### src/sv/k80tp_pkg.sv
`timescale 1ns / 1ps

package k80tp_pkg;

  // Fraction bits of the probability outputs (unsigned Q(32-F).F).
  localparam int PROB_FRAC_BITS = 31;

  localparam int AGE_W   = 32;
  localparam int PROB_W  = 32;
  localparam int KAPPA_W = 24;
  localparam logic [KAPPA_W-1:0] KAPPA_RESET = 24'h01_0000;

  // Saturated branch length: Q.32 value at most 4096.0.
  localparam int T_W = 45;
  localparam logic [T_W-1:0] T_LIMIT = 45'h1000_0000_0000;

  // Exponent argument width (Q.32, up to 2*4096.0) and quotient width.
  localparam int X_W = 46;
  // Exponential result width (Q.62, at most 1.0).
  localparam int E_W = 63;

  typedef struct packed {
    logic                neg;
    logic [PROB_W-1:0]   p_transversion;
    logic [PROB_W-1:0]   p_transition;
    logic [PROB_W-1:0]   p_same;
  } result_t;

endpackage

### src/sv/k80tp_outq.sv
`timescale 1ns / 1ps

// Output register plus one skid entry.
module k80tp_outq (
  input  logic               clk,
  input  logic               rst_n,
  input  logic               in_valid,
  input  k80tp_pkg::result_t in_item,
  output logic               full,
  output logic               out_valid,
  input  logic               out_ready,
  output k80tp_pkg::result_t out_item
);

  logic out_v_r;
  logic skid_v_r;
  k80tp_pkg::result_t out_r;
  k80tp_pkg::result_t skid_r;
  logic take_out;
  logic take_in;

  assign take_out = out_v_r & out_ready;
  assign take_in  = in_valid & ~skid_v_r;

  always_ff @(posedge clk) begin
    if (!rst_n) begin
      out_v_r  <= 1'b0;
      skid_v_r <= 1'b0;
    end else if (skid_v_r) begin
      if (take_out) begin
        skid_v_r <= 1'b0;
      end
    end else if (take_in) begin
      if (!out_v_r || take_out) begin
        out_v_r <= 1'b1;
      end else begin
        skid_v_r <= 1'b1;
      end
    end else if (take_out) begin
      out_v_r <= 1'b0;
    end
  end

  always_ff @(posedge clk) begin
    if (skid_v_r && take_out) begin
      out_r <= skid_r;
    end else if (take_in && (!out_v_r || take_out)) begin
      out_r <= in_item;
    end
    if (take_in && out_v_r && !take_out) begin
      skid_r <= in_item;
    end
  end

  assign full      = skid_v_r;
  assign out_valid = out_v_r;
  assign out_item  = out_r;

endmodule

### config.mk
export PLATFORM = sky130hd
export DESIGN_NAME = k80tp_outq
export DESIGN_NICKNAME = d
export VERILOG_FILES = /design/src/sv/k80tp_pkg.sv /design/src/sv/k80tp_outq.sv
export SDC_FILE = /design/constraint.sdc
export NUM_CORES = 1
export LEC_CHECK = 0
export BUFFER_PORTS_ARGS = -buffer_cell sky130_fd_sc_hd__buf_2
export CAP_MARGIN = 20
export CORE_MARGIN = 4
export CORE_UTILIZATION = 52
export CTS_CLUSTER_SIZE = 12
export DETAILED_ROUTE_END_ITERATION = 12
export GPL_ROUTABILITY_DRIVEN = 0
export PLACE_DENSITY = 0.79
export SYNTH_ARGS = -nofsm -noshare
export SYNTH_HDL_FRONTEND = slang
export SYNTH_SLANG_ARGS = --single-unit
### constraint.sdc
create_clock -name clk -period 11.2 [get_ports clk]
set_input_delay 0.56 -clock clk [delete_from_list [all_inputs] [get_ports clk]]
set_output_delay 0.56 -clock clk [all_outputs]
set_load 0.02 [all_outputs]
======== Word level (Yosys, flattened, before mapping) ========
Cells that the tools add are included.
storage, ports and cells
  register bits ........................... 196
  word-level logic and storage cells ...... 33
cells by class
  eq/ne operators ......................... 1
  muxes and demuxes ....................... 9
  bitwise logic cells ..................... 3
  reduce and logical (&&, ||, !) cells .... 10
operators with widths
  kind                number
  $mux 97             2
  $mux 1              7
  $logic_and 1x1->1   4
  $reduce_bool 2->1   2
  $reduce_and 3->1    1
  $and 1x1->1         2
  $logic_not 1->1     2
  $ne 2x1->1 const B  1
  $logic_or 1x1->1    1
  $not 1->1           1

======== Logic depth before layout (Yosys ltp) ========
Gate-level depths: netlist (run 1).
  word-level depth ........................ 5
  mapped depth ............................ 4

======== Least setup slack after synthesis (run 1) ========
No wires, ideal clock.
  kind .................................... in2reg
  start point ............................. input port in_valid
  end point ............................... register skid_r[0] in the netlist's numbering, enable pin
  arrival time ............................ 7.677 ns
  required time ........................... 10.507 ns
  path slack .............................. 2.830 ns
  cell stages on the path ................. 2
  path buffers ............................ 0
  cell sequence ........................... nand2b_1 > nor3b_1
between the ends
  word-level cells in the longest chain between the ends .. 3
ends and longest elaborated chain
  element                          RTL line          text
  start: declaration               k80tp_outq.sv:7   input logic in_valid,
  $and 1x1->1                      k80tp_outq.sv:23  assign take_in = in_valid & ~skid_v_r;
  $logic_and 1x1->1 (2 in series)  k80tp_outq.sv:50  if (take_in && out_v_r && !take_out) begin
  end signal: assignment           k80tp_outq.sv:51  skid_r <= in_item;
  end: declaration                 k80tp_outq.sv:18  k80tp_pkg::result_t skid_r;
No other way between the ends.
A chain may end at the register's enable or synchronous reset.

======== Worst setup path after layout (run 1) ========
  start point ............................. register skid_v_r (netlist: full)
  end point ............................... register skid_r[82] in the netlist's numbering, enable pin
between the ends
  word-level cells in the longest chain between the ends .. 4
ends and longest elaborated chain
  element                          RTL line          text
  start: declaration               k80tp_outq.sv:16  logic skid_v_r;
  start signal: assignment         k80tp_outq.sv:28  skid_v_r <= 1'b0;
  start signal: assignment         k80tp_outq.sv:31  skid_v_r <= 1'b0;
  start signal: assignment         k80tp_outq.sv:37  skid_v_r <= 1'b1;
  $not 1->1 (no line)              n/a
  $and 1x1->1                      k80tp_outq.sv:23
  $logic_and 1x1->1 (2 in series)  k80tp_outq.sv:50
No other way between the ends.

==> results of run 1 <==
-- cells by family (layout without fill, tap and decap cells) --
logic type / count (synthesis) / after routing / synth area share
AOI/OAI and AO/OA: 4 / 4 / 0.00347
buffers and inverters: 11 / 237 / 0.0104
DFF: 196 / 196 / 0.814
muxes: 97 / 97 / 0.167
and+or+nand+nor: 7 / 7 / 0.00538
-- cell type report --
type / instances / area [um2] / area share
clock buffers: 19 / 433 / 0.0482
clock inverters: 13 / 134 / 0.0149
inverters: 1 / 3.75 / 0.000418
multi-input cells: 108 / 1290 / 0.143
flip-flops and latches: 196 / 5870 / 0.653
well taps: 176 / 220 / 0.0245
repair buffers: 204 / 1030 / 0.115
-- where the power goes --
| part | total [mW] | internal (mW) | switching [mW] |
|---|---|---|---|
| clock network | 0.587 | 0.328 | 0.258 |
| registers | 0.861 | 0.851 | 0.0103 |
| logic | 0.130 | 0.0503 | 0.0800 |
| total | 1.58 | 1.23 | 0.349 |
-- stage by stage --
stage	hold slack, ns	setup WS [ns]	utilization	cells
after floorplan	0.525	2.83	-	315
after global placement	0.528	8.54	0.628	685
after detailed placement	0.536	8.49	0.628	685
after CTS	0.300	8.78	0.670	717
after global routing	0.302	8.66	0.670	717
final	0.317	8.80	0.670	717
-- worst register-to-register path, stage by stage (launching register included) --
cell	delay [ns]
dfxtp_1	0.37
nand2b_1	0.24
nor3b_2	0.17
buf_4	0.44
buf_4	0.76
-- cells in the final DEF, fill, tap and decap left out, drive strengths merged --
master and n:
buf 204, edfxtp 194, mux2 97, clkbuf 19, clkinv 5, clkinvlp 4
nand2 3, inv 3, bufinv 2, dfxtp 2, nand3 1, nand2b 1
nor3b 1, a22oi 1, o21ai 1, a21boi 1, a21oi 1, nor2 1
-- state kept, by name (all words and copies together) (netlist names) --
register	cells
full	1
skid_r	97
out_item	97
out_valid	1
-- worst paths after layout --
check                       start                endpoint  slack [ns]  cells past startpoint
max               full$_SDFF_PN0_    skid_r[82]$_DFFE_PP_        8.80                      4
min                   in_item[50]    skid_r[50]$_DFFE_PP_        0.32                      1
max reg2reg       full$_SDFF_PN0_    skid_r[82]$_DFFE_PP_        8.80                      4
min reg2reg  skid_r[65]$_DFFE_PP_  out_item[65]$_DFFE_PP_        0.55                      1
-- routing by layer --
metal | vias to the layer above | track usage | routed length (um)
met5 | - | 0 | 0
met4 | 0 | 0.0625 | 241
met3 | 19 | 0.0559 | 1030
met2 | 153 | 0.277 | 6570
met1 | 1833 | 0.230 | 5750
li1 | 1682 | - | -
==> impl_metrics.ini, run 1 <==
[outcome]
outcome = complete, no violations

[timing]
max_slew_margin = 0.355
fin_tns_setup_ns = 0
setup_viol = 0
timing.final.crit_share = 0.214
finalMaxSlewViolations = 0
max_freq_mhz = 417
rsz0062_at_grt = no
fin_crit_ns = 2.40
hold_viol_final = 0
worst_slew_pin_slew_ns = 0.968
fin_skew_ns = 0.00746

[critical_path]
crit_type = flip-flop to flip-flop
max_stage_delay_ns = 0.73
crit_path_start_kind = flip-flop
crit_chain = nand2b_1 -> nor3b_2 -> buf_4 -> buf_4
path_max_fanout = 60
crit_arrival_ns = 2.45
cp_common_cell = buf_4
cp_top_family = buffers and inverters
required_ns = 11.25
cp_slowest_cell = buf_4
critPathBufInv = 2
end_kind = flip-flop

[yosys]
syn_area_per_cell_um2 = 22.9
synth-seq-area-share = 0.814
synth_edf_count = 194
synth.area.top_cells = edfxtp_1, mux2_2, mux2_4, dfxtp_1, buf_6
synth.most_common_cell = edfxtp_1
synthArstFlopShare = 0
synth_ff_type = edfxtp_1
synth_nets = 416
yosysTopAreaCell = edfxtp_1
syn_area_um2 = 7210
synth_top_cells_by_count = edfxtp_1, mux2_2, mux2_4
ys_warn_count = 0
synthesis.instances = 315
synth.distinct_cells = 17
ys_seq_elements = 196
yosysTopAreaCellShare = 0.808

[floorplanning]
core_area_um2 = 13400
chipHeight_um = 126
start_util = 0.538
die_x_um = 126
ios = 200
dieArea_um2 = 15800
rows = 42

[route]
ant_nets = 0
routed-via-count = 3687
first_pass_iters = 4
wl_per_cell_um = 18.9
wl_um = 13600
first_iter_violations = 291
drc = 0
routed_via_density = 5.14

[global_routing]
grt_pass1_wl_um = 21300
grt_usage = 0.175
grt_overflow = 0
grt_pass1_vias = 3896
grt_max_degree = 68
antenna_found_initial = 0

[power_and_ir_drop]
power_mw = 1.58
p_per_area_nw_per_um2 = 176
leakage_nw = 3.51
ir_drop_uv = 94.1

[layout]
num_antenna_cells = 0
num-fill-cells = 919
nNetsFinal = 629
drive_gt1_frac = 0.614
design_area_um2 = 8980
syn2layout_area_growth_pct = 24.5

[clock_tree]
clock_latency_ns = 0.43
cts_buffer_depth = 2
cts-hold-fix-buffers = 0
root_buffer = clkbuf_16
postCtsSetupRepairBufs = 0
htreeDepth = 4
postCtsResizedCells = 0
clkSinkCount = 196
cts-buffers-inserted = 17
cts_tree = yes
clkTransAtPathRegs_ns = 0.07

[placement]
hpwlAfterDp_um = 9070
port_buffers = 199
placedInstanceArea_um2 = 8410

[job]
max_cap_viol_count = 0

[worst_hold_path]
hold_class = primary input to flip-flop
(Power assumes the default switching activity.)
==> inputs of run 2 (changes only) <==
- CORE_UTILIZATION: 52 -> 47
- PLACE_DENSITY: 0.79 -> 0.76
- clock period: 11.2 -> 2 ns (I/O delays scaled with it)
==> impl_metrics.ini, run 2 (synthesis results as in run 1) <==
[outcome]
outcome = complete, no violations

[route]
routed-via-count = 4091
wl_um = 14900
drc = 0
wl_per_cell_um = 18.0
routed_via_density = 4.94
ant_nets = 0
first_iter_violations = 211
first_pass_iters = 4

[clock_tree]
postCtsResizedCells = 0
clock_latency_ns = 0.42
postCtsSetupRepairBufs = 0
cts_tree = yes
clkTransAtPathRegs_ns = 0.06
cts-hold-fix-buffers = 98
clkSinkCount = 196
htreeDepth = 4
root_buffer = clkbuf_16
cts-buffers-inserted = 17
cts_buffer_depth = 2

[layout]
syn2layout_area_growth_pct = 40.0
register_area_um2 = 5870
num-fill-cells = 1012
most-common-layout-cells = buf_2, edfxtp_1, dlygate4sd3_1
multiInputGateArea_um2 = 1300
nNetsFinal = 728
drive_gt1_frac = 0.525
post-route-util = 0.669
final_common_cell = buf_2
num_antenna_cells = 0

[timing]
hold_slack_ns = 0.0362
fin_crit_ns = 1.53
rsz0062_at_grt = no
finalMaxSlewViolations = 0
hold_viol_final = 0
setup_viol = 0
timing.final.crit_share = 0.767
worst_slew_pin_slew_ns = 0.407
fin_skew_ns = 0.00552
max_slew_margin = 0.729
max_freq_mhz = 652

[critical_path]
path_max_fanout = 60
required_ns = 2.09
cp_slowest_cell = dfxtp_4
crit_path_start_kind = flip-flop
crit_arrival_ns = 1.62
crit_chain = nand2b_4 -> nor3b_4 -> buf_12
regToRegSetupSlack_ns = 0.47
max_stage_delay_ns = 0.37
crit_type = flip-flop to flip-flop
end_kind = flip-flop
crit-reg2reg-launch = full$_SDFF_PN0_
r2r_end = skid_r[70]$_DFFE_PP_
r2r_cells = 3

[worst_hold_path]
hold_depth = 3
hold_path_end = full$_SDFF_PN0_
hp-start = in_valid
hold_class = primary input to flip-flop

[global_routing]
grt_pass1_vias = 4336
grt_overflow = 0
grt_usage = 0.175
grt_max_degree = 61
grt_pass1_wl_um = 23500
antenna_found_initial = 0

[floorplanning]
dieArea_um2 = 17400
die_x_um = 132
rows = 45
core_area_um2 = 15100
start_util = 0.478
ios = 200
chipHeight_um = 132

[placement]
hpwlAfterDp_um = 8900
port_buffers = 199

[job]
max_cap_viol_count = 0

[power_and_ir_drop]
p_per_area_nw_per_um2 = 904
ir_drop_uv = 595
leakage_nw = 3.98
[run 2: cell types whose count changed in the layout (fill, tap and decap cells not counted), moves of 2 or more]
cell / change
buf_12: +6
buf_4: -5
clkbuf_1: -2
clkinv_1: +2
clkinvlp_4: -2
dfxtp_1: -2
dlygate4sd3_1: +98
[run 2: worst max-delay path: cells and delay by family, from the launching register on]
kind	cells	cell delay, ns
AND/OR/NAND/NOR	2	0.45
flip-flops	1	0.37
buffers and inverters	1	0.32
[run 2: how the worst max path moves through the flow]
stage / from / to / cells after the start
after floorplan: full$_SDFF_PN0_ / out_item[0]$_DFFE_PP_ / 2
after global placement: full$_SDFF_PN0_ / skid_r[39]$_DFFE_PP_ / 3
after detailed placement: full$_SDFF_PN0_ / skid_r[30]$_DFFE_PP_ / 3
after CTS: full$_SDFF_PN0_ / skid_r[30]$_DFFE_PP_ / 3
after global routing: full$_SDFF_PN0_ / skid_r[41]$_DFFE_PP_ / 3
final: full$_SDFF_PN0_ / skid_r[70]$_DFFE_PP_ / 3
[run 2: final cells by class]
cell class                 instances  share of cell area
timing repair buffer             303               0.208
sequential                       196               0.582
clock buffer                      17              0.0421
multi-input combinational        108               0.129
clock inverter                    15              0.0160
inverter                           1            0.000372
tap                              188              0.0233
[run 2: per-layer routing]
metal | wire length [um] | vias to the layer above | GRT usage
met3 | 1090 | 28 | 0.0595
met1 | 5950 | 2008 | 0.208
met2 | 7520 | 177 | 0.293
met5 | 0 | - | 0
li1 | - | 1878 | -
met4 | 335 | 0 | 0.0700
[run 2: power breakdown]
part	internal [mW]	switching [mW]
registers	4.76	0.0621
clock network	1.95	1.44
logic	0.424	0.483
[run 2: per-stage QoR]
stage               setup TNS, ns  instances  worst slack (ns)  instance area (um2)  power [mW]
floorplan                 -308.57        315             -1.75                 7240        5.33
global placement                0        698             0.517                 8530        5.64
detailed placement              0        698             0.478                 8530        5.67
CTS                             0        828             0.469                10100        9.20
global route                    0        828             0.395                10100        9.43
finish                          0        828             0.466                10100        9.12
==> inputs of run 3 (changes only) <==
- ABC_AREA: not set -> 1
- PLACE_DENSITY: 0.76 -> 0.75
- clock period: 2 -> 1.4 ns (I/O delays scaled with it)
==> impl_metrics.ini, run 3 <==
[critical_path]
r2r_cells = 6
end_kind = flip-flop
crit_start = out_valid$_SDFFE_PN0P_
required_ns = 1.52
path_max_fanout = 17
crit_arrival_ns = 1.49
crit_type = flip-flop to flip-flop
crit-reg2reg-launch = out_valid$_SDFFE_PN0P_
crit_path_start_kind = flip-flop

[clock_tree]
cts_tree = yes
htreeDepth = 4
clkSinkCount = 196
clock_latency_ns = 0.42
cts-buffers-inserted = 17
cts_buffer_depth = 2
clkTransAtPathRegs_ns = 0.06
root_buffer = clkbuf_16

[power_and_ir_drop]
internal_power_mw = 10.0
combPwrFrac = 0.110
switching_power_mw = 2.86
ir_drop_uv = 759
clkPwrFrac = 0.358
leakage_nw = 4.74
power_frac_seq = 0.532
p_per_area_nw_per_um2 = 1190
p_sw_frac = 0.222

[yosys]
ys_warn_count = 0
synth_nets = 626
ys_seq_elements = 196
yosysTopAreaCellShare = 0.769
synth.distinct_cells = 13
syn_area_um2 = 7580
synth_top_cells_by_count = edfxtp_1, inv_1, nand2_1
yosysTopAreaCell = edfxtp_1
synthesis.instances = 525
syn_area_per_cell_um2 = 14.4
synth.area.top_cells = edfxtp_1, o21ai_2, inv_1, nand2_1, buf_6
synth-seq-area-share = 0.774
synth.most_common_cell = edfxtp_1
synth_edf_count = 194
synth_ff_type = edfxtp_1
synthArstFlopShare = 0

[floorplanning]
die_x_um = 135
ios = 200
dieArea_um2 = 18200
core_area_um2 = 15800
rows = 46
start_util = 0.479
chipHeight_um = 135

[timing]
worst_slew_pin_slew_ns = 0.216
hold_viol_final = 0
setup_viol = 0
fin_tns_setup_ns = 0
hold_slack_ns = 0.0450
finalMaxSlewViolations = 0
fin_crit_ns = 1.37
timing.final.crit_share = 0.979
max_freq_mhz = 730
rsz0062_at_grt = yes
fin_skew_ns = 0.00777
max_slew_margin = 0.856

[route]
first_iter_violations = 273
routed-via-count = 5045
ant_nets = 0
wl_per_cell_um = 15.9
routed_via_density = 4.65
wl_um = 17300
drc = 0
first_pass_iters = 5

[global_routing]
grt_max_degree = 51
grt_overflow = 0
grt_pass1_wl_um = 25900
antenna_found_initial = 0
grt_usage = 0.185
grt_pass1_vias = 5201

[outcome]
outcome = complete, no violations

[job]
max_cap_viol_count = 0

[layout]
design_area_um2 = 10800
nNetsFinal = 958
post-route-util = 0.685
most-common-layout-cells = buf_2, edfxtp_1, nand2_1
final_common_cell = buf_2
drive_gt1_frac = 0.381
syn2layout_area_growth_pct = 43.0

[worst_hold_path]
hold_class = primary input to flip-flop
hp-start = out_ready
hold_depth = 4

[placement]
port_buffers = 199
hpwlAfterDp_um = 10700
placedInstanceArea_um2 = 8960
==> run 3: changes by cell type after synthesis, moves of 13 or more <==
cell     delta
o21ai_2    +59
nand2_1    +99
o21ai_1    +27
inv_1     +102
mux2_2     -67
buf_6      +13
mux2_4     -30
==> run 3: final timing paths <==
path / endpoint / slack, ns
min: full$_SDFF_PN0_ / 0.04
max reg2reg: skid_r[27]$_DFFE_PP_ / 0.03
min reg2reg: out_valid$_SDFFE_PN0P_ / 0.53
max: skid_r[27]$_DFFE_PP_ / 0.03
==> run 3: what timing repair did <==
| item | 4_1_cts | 5_1_grt |
|---|---|---|
| cloned | 2 | 6 |
| setup endpoints to repair | 117 | 140 |
| buffers inserted | 3 | 7 |
| pin swaps | 1 | 0 |
| hold endpoints to repair | 196 | 0 |
| gates resized for setup | 6 | 7 |
| hold buffers | 98 | 0 |
==> run 3: cells by family after synthesis <==
kind of cell	after synthesis	synth area share
buf+inv	124	0.0778
flops	196	0.774
simple gates	105	0.0528
compound gates	100	0.0953
==> run 3: power groups by stage <==
stage | clock (mW) | combinational (mW) | sequential (mW)
3_5_place_dp | 0 | 1.08 | 6.98
2_1_floorplan | 0 | 0.310 | 7.25
4_1_cts | 4.71 | 1.33 | 6.85
3_3_place_gp | 0 | 1.05 | 6.97
6_report | 4.61 | 1.42 | 6.86
5_1_grt | 4.99 | 1.52 | 6.87
==> run 3: per-layer routing <==
layer | vias up | GRT usage | routed length [um]
li1 | 2445 | - | -
met1 | 2385 | 0.223 | 6870
met2 | 191 | 0.317 | 8880
met3 | 24 | 0.0577 | 1220
met4 | 0 | 0.0633 | 312
met5 | - | 0 | 0
==> run 3: critical path, stage by stage, from the launching register on <==
cell and delay (ns):
dfxtp_4 0.37, inv_4 0.04, nor2_4 0.12, nand2_2 0.09, clkinvlp_4 0.12, buf_12 0.15, buf_12 0.17
==> run 3: layout make-up <==
type / count / area [um2]
antenna: 1 / 2.50
clock buffer: 20 / 437
clock inverter: 10 / 109
fill: 1061 / 4990
inverter: 103 / 393
multi-input combinational: 205 / 1160
sequential: 196 / 5870
tap: 216 / 270
timing repair buffer: 334 / 2590
==> run 3: through the flow <==
step / cells / power (mW) / worst slack [ns]
finish: 1085 / 12.9 / 0.0293
global route: 1084 / 13.4 / -0.0306
CTS: 1071 / 12.9 / -0.00666
detailed placement: 938 / 8.06 / -0.0620
global placement: 938 / 8.02 / 0.00738
floorplan: 525 / 7.56 / -1.14
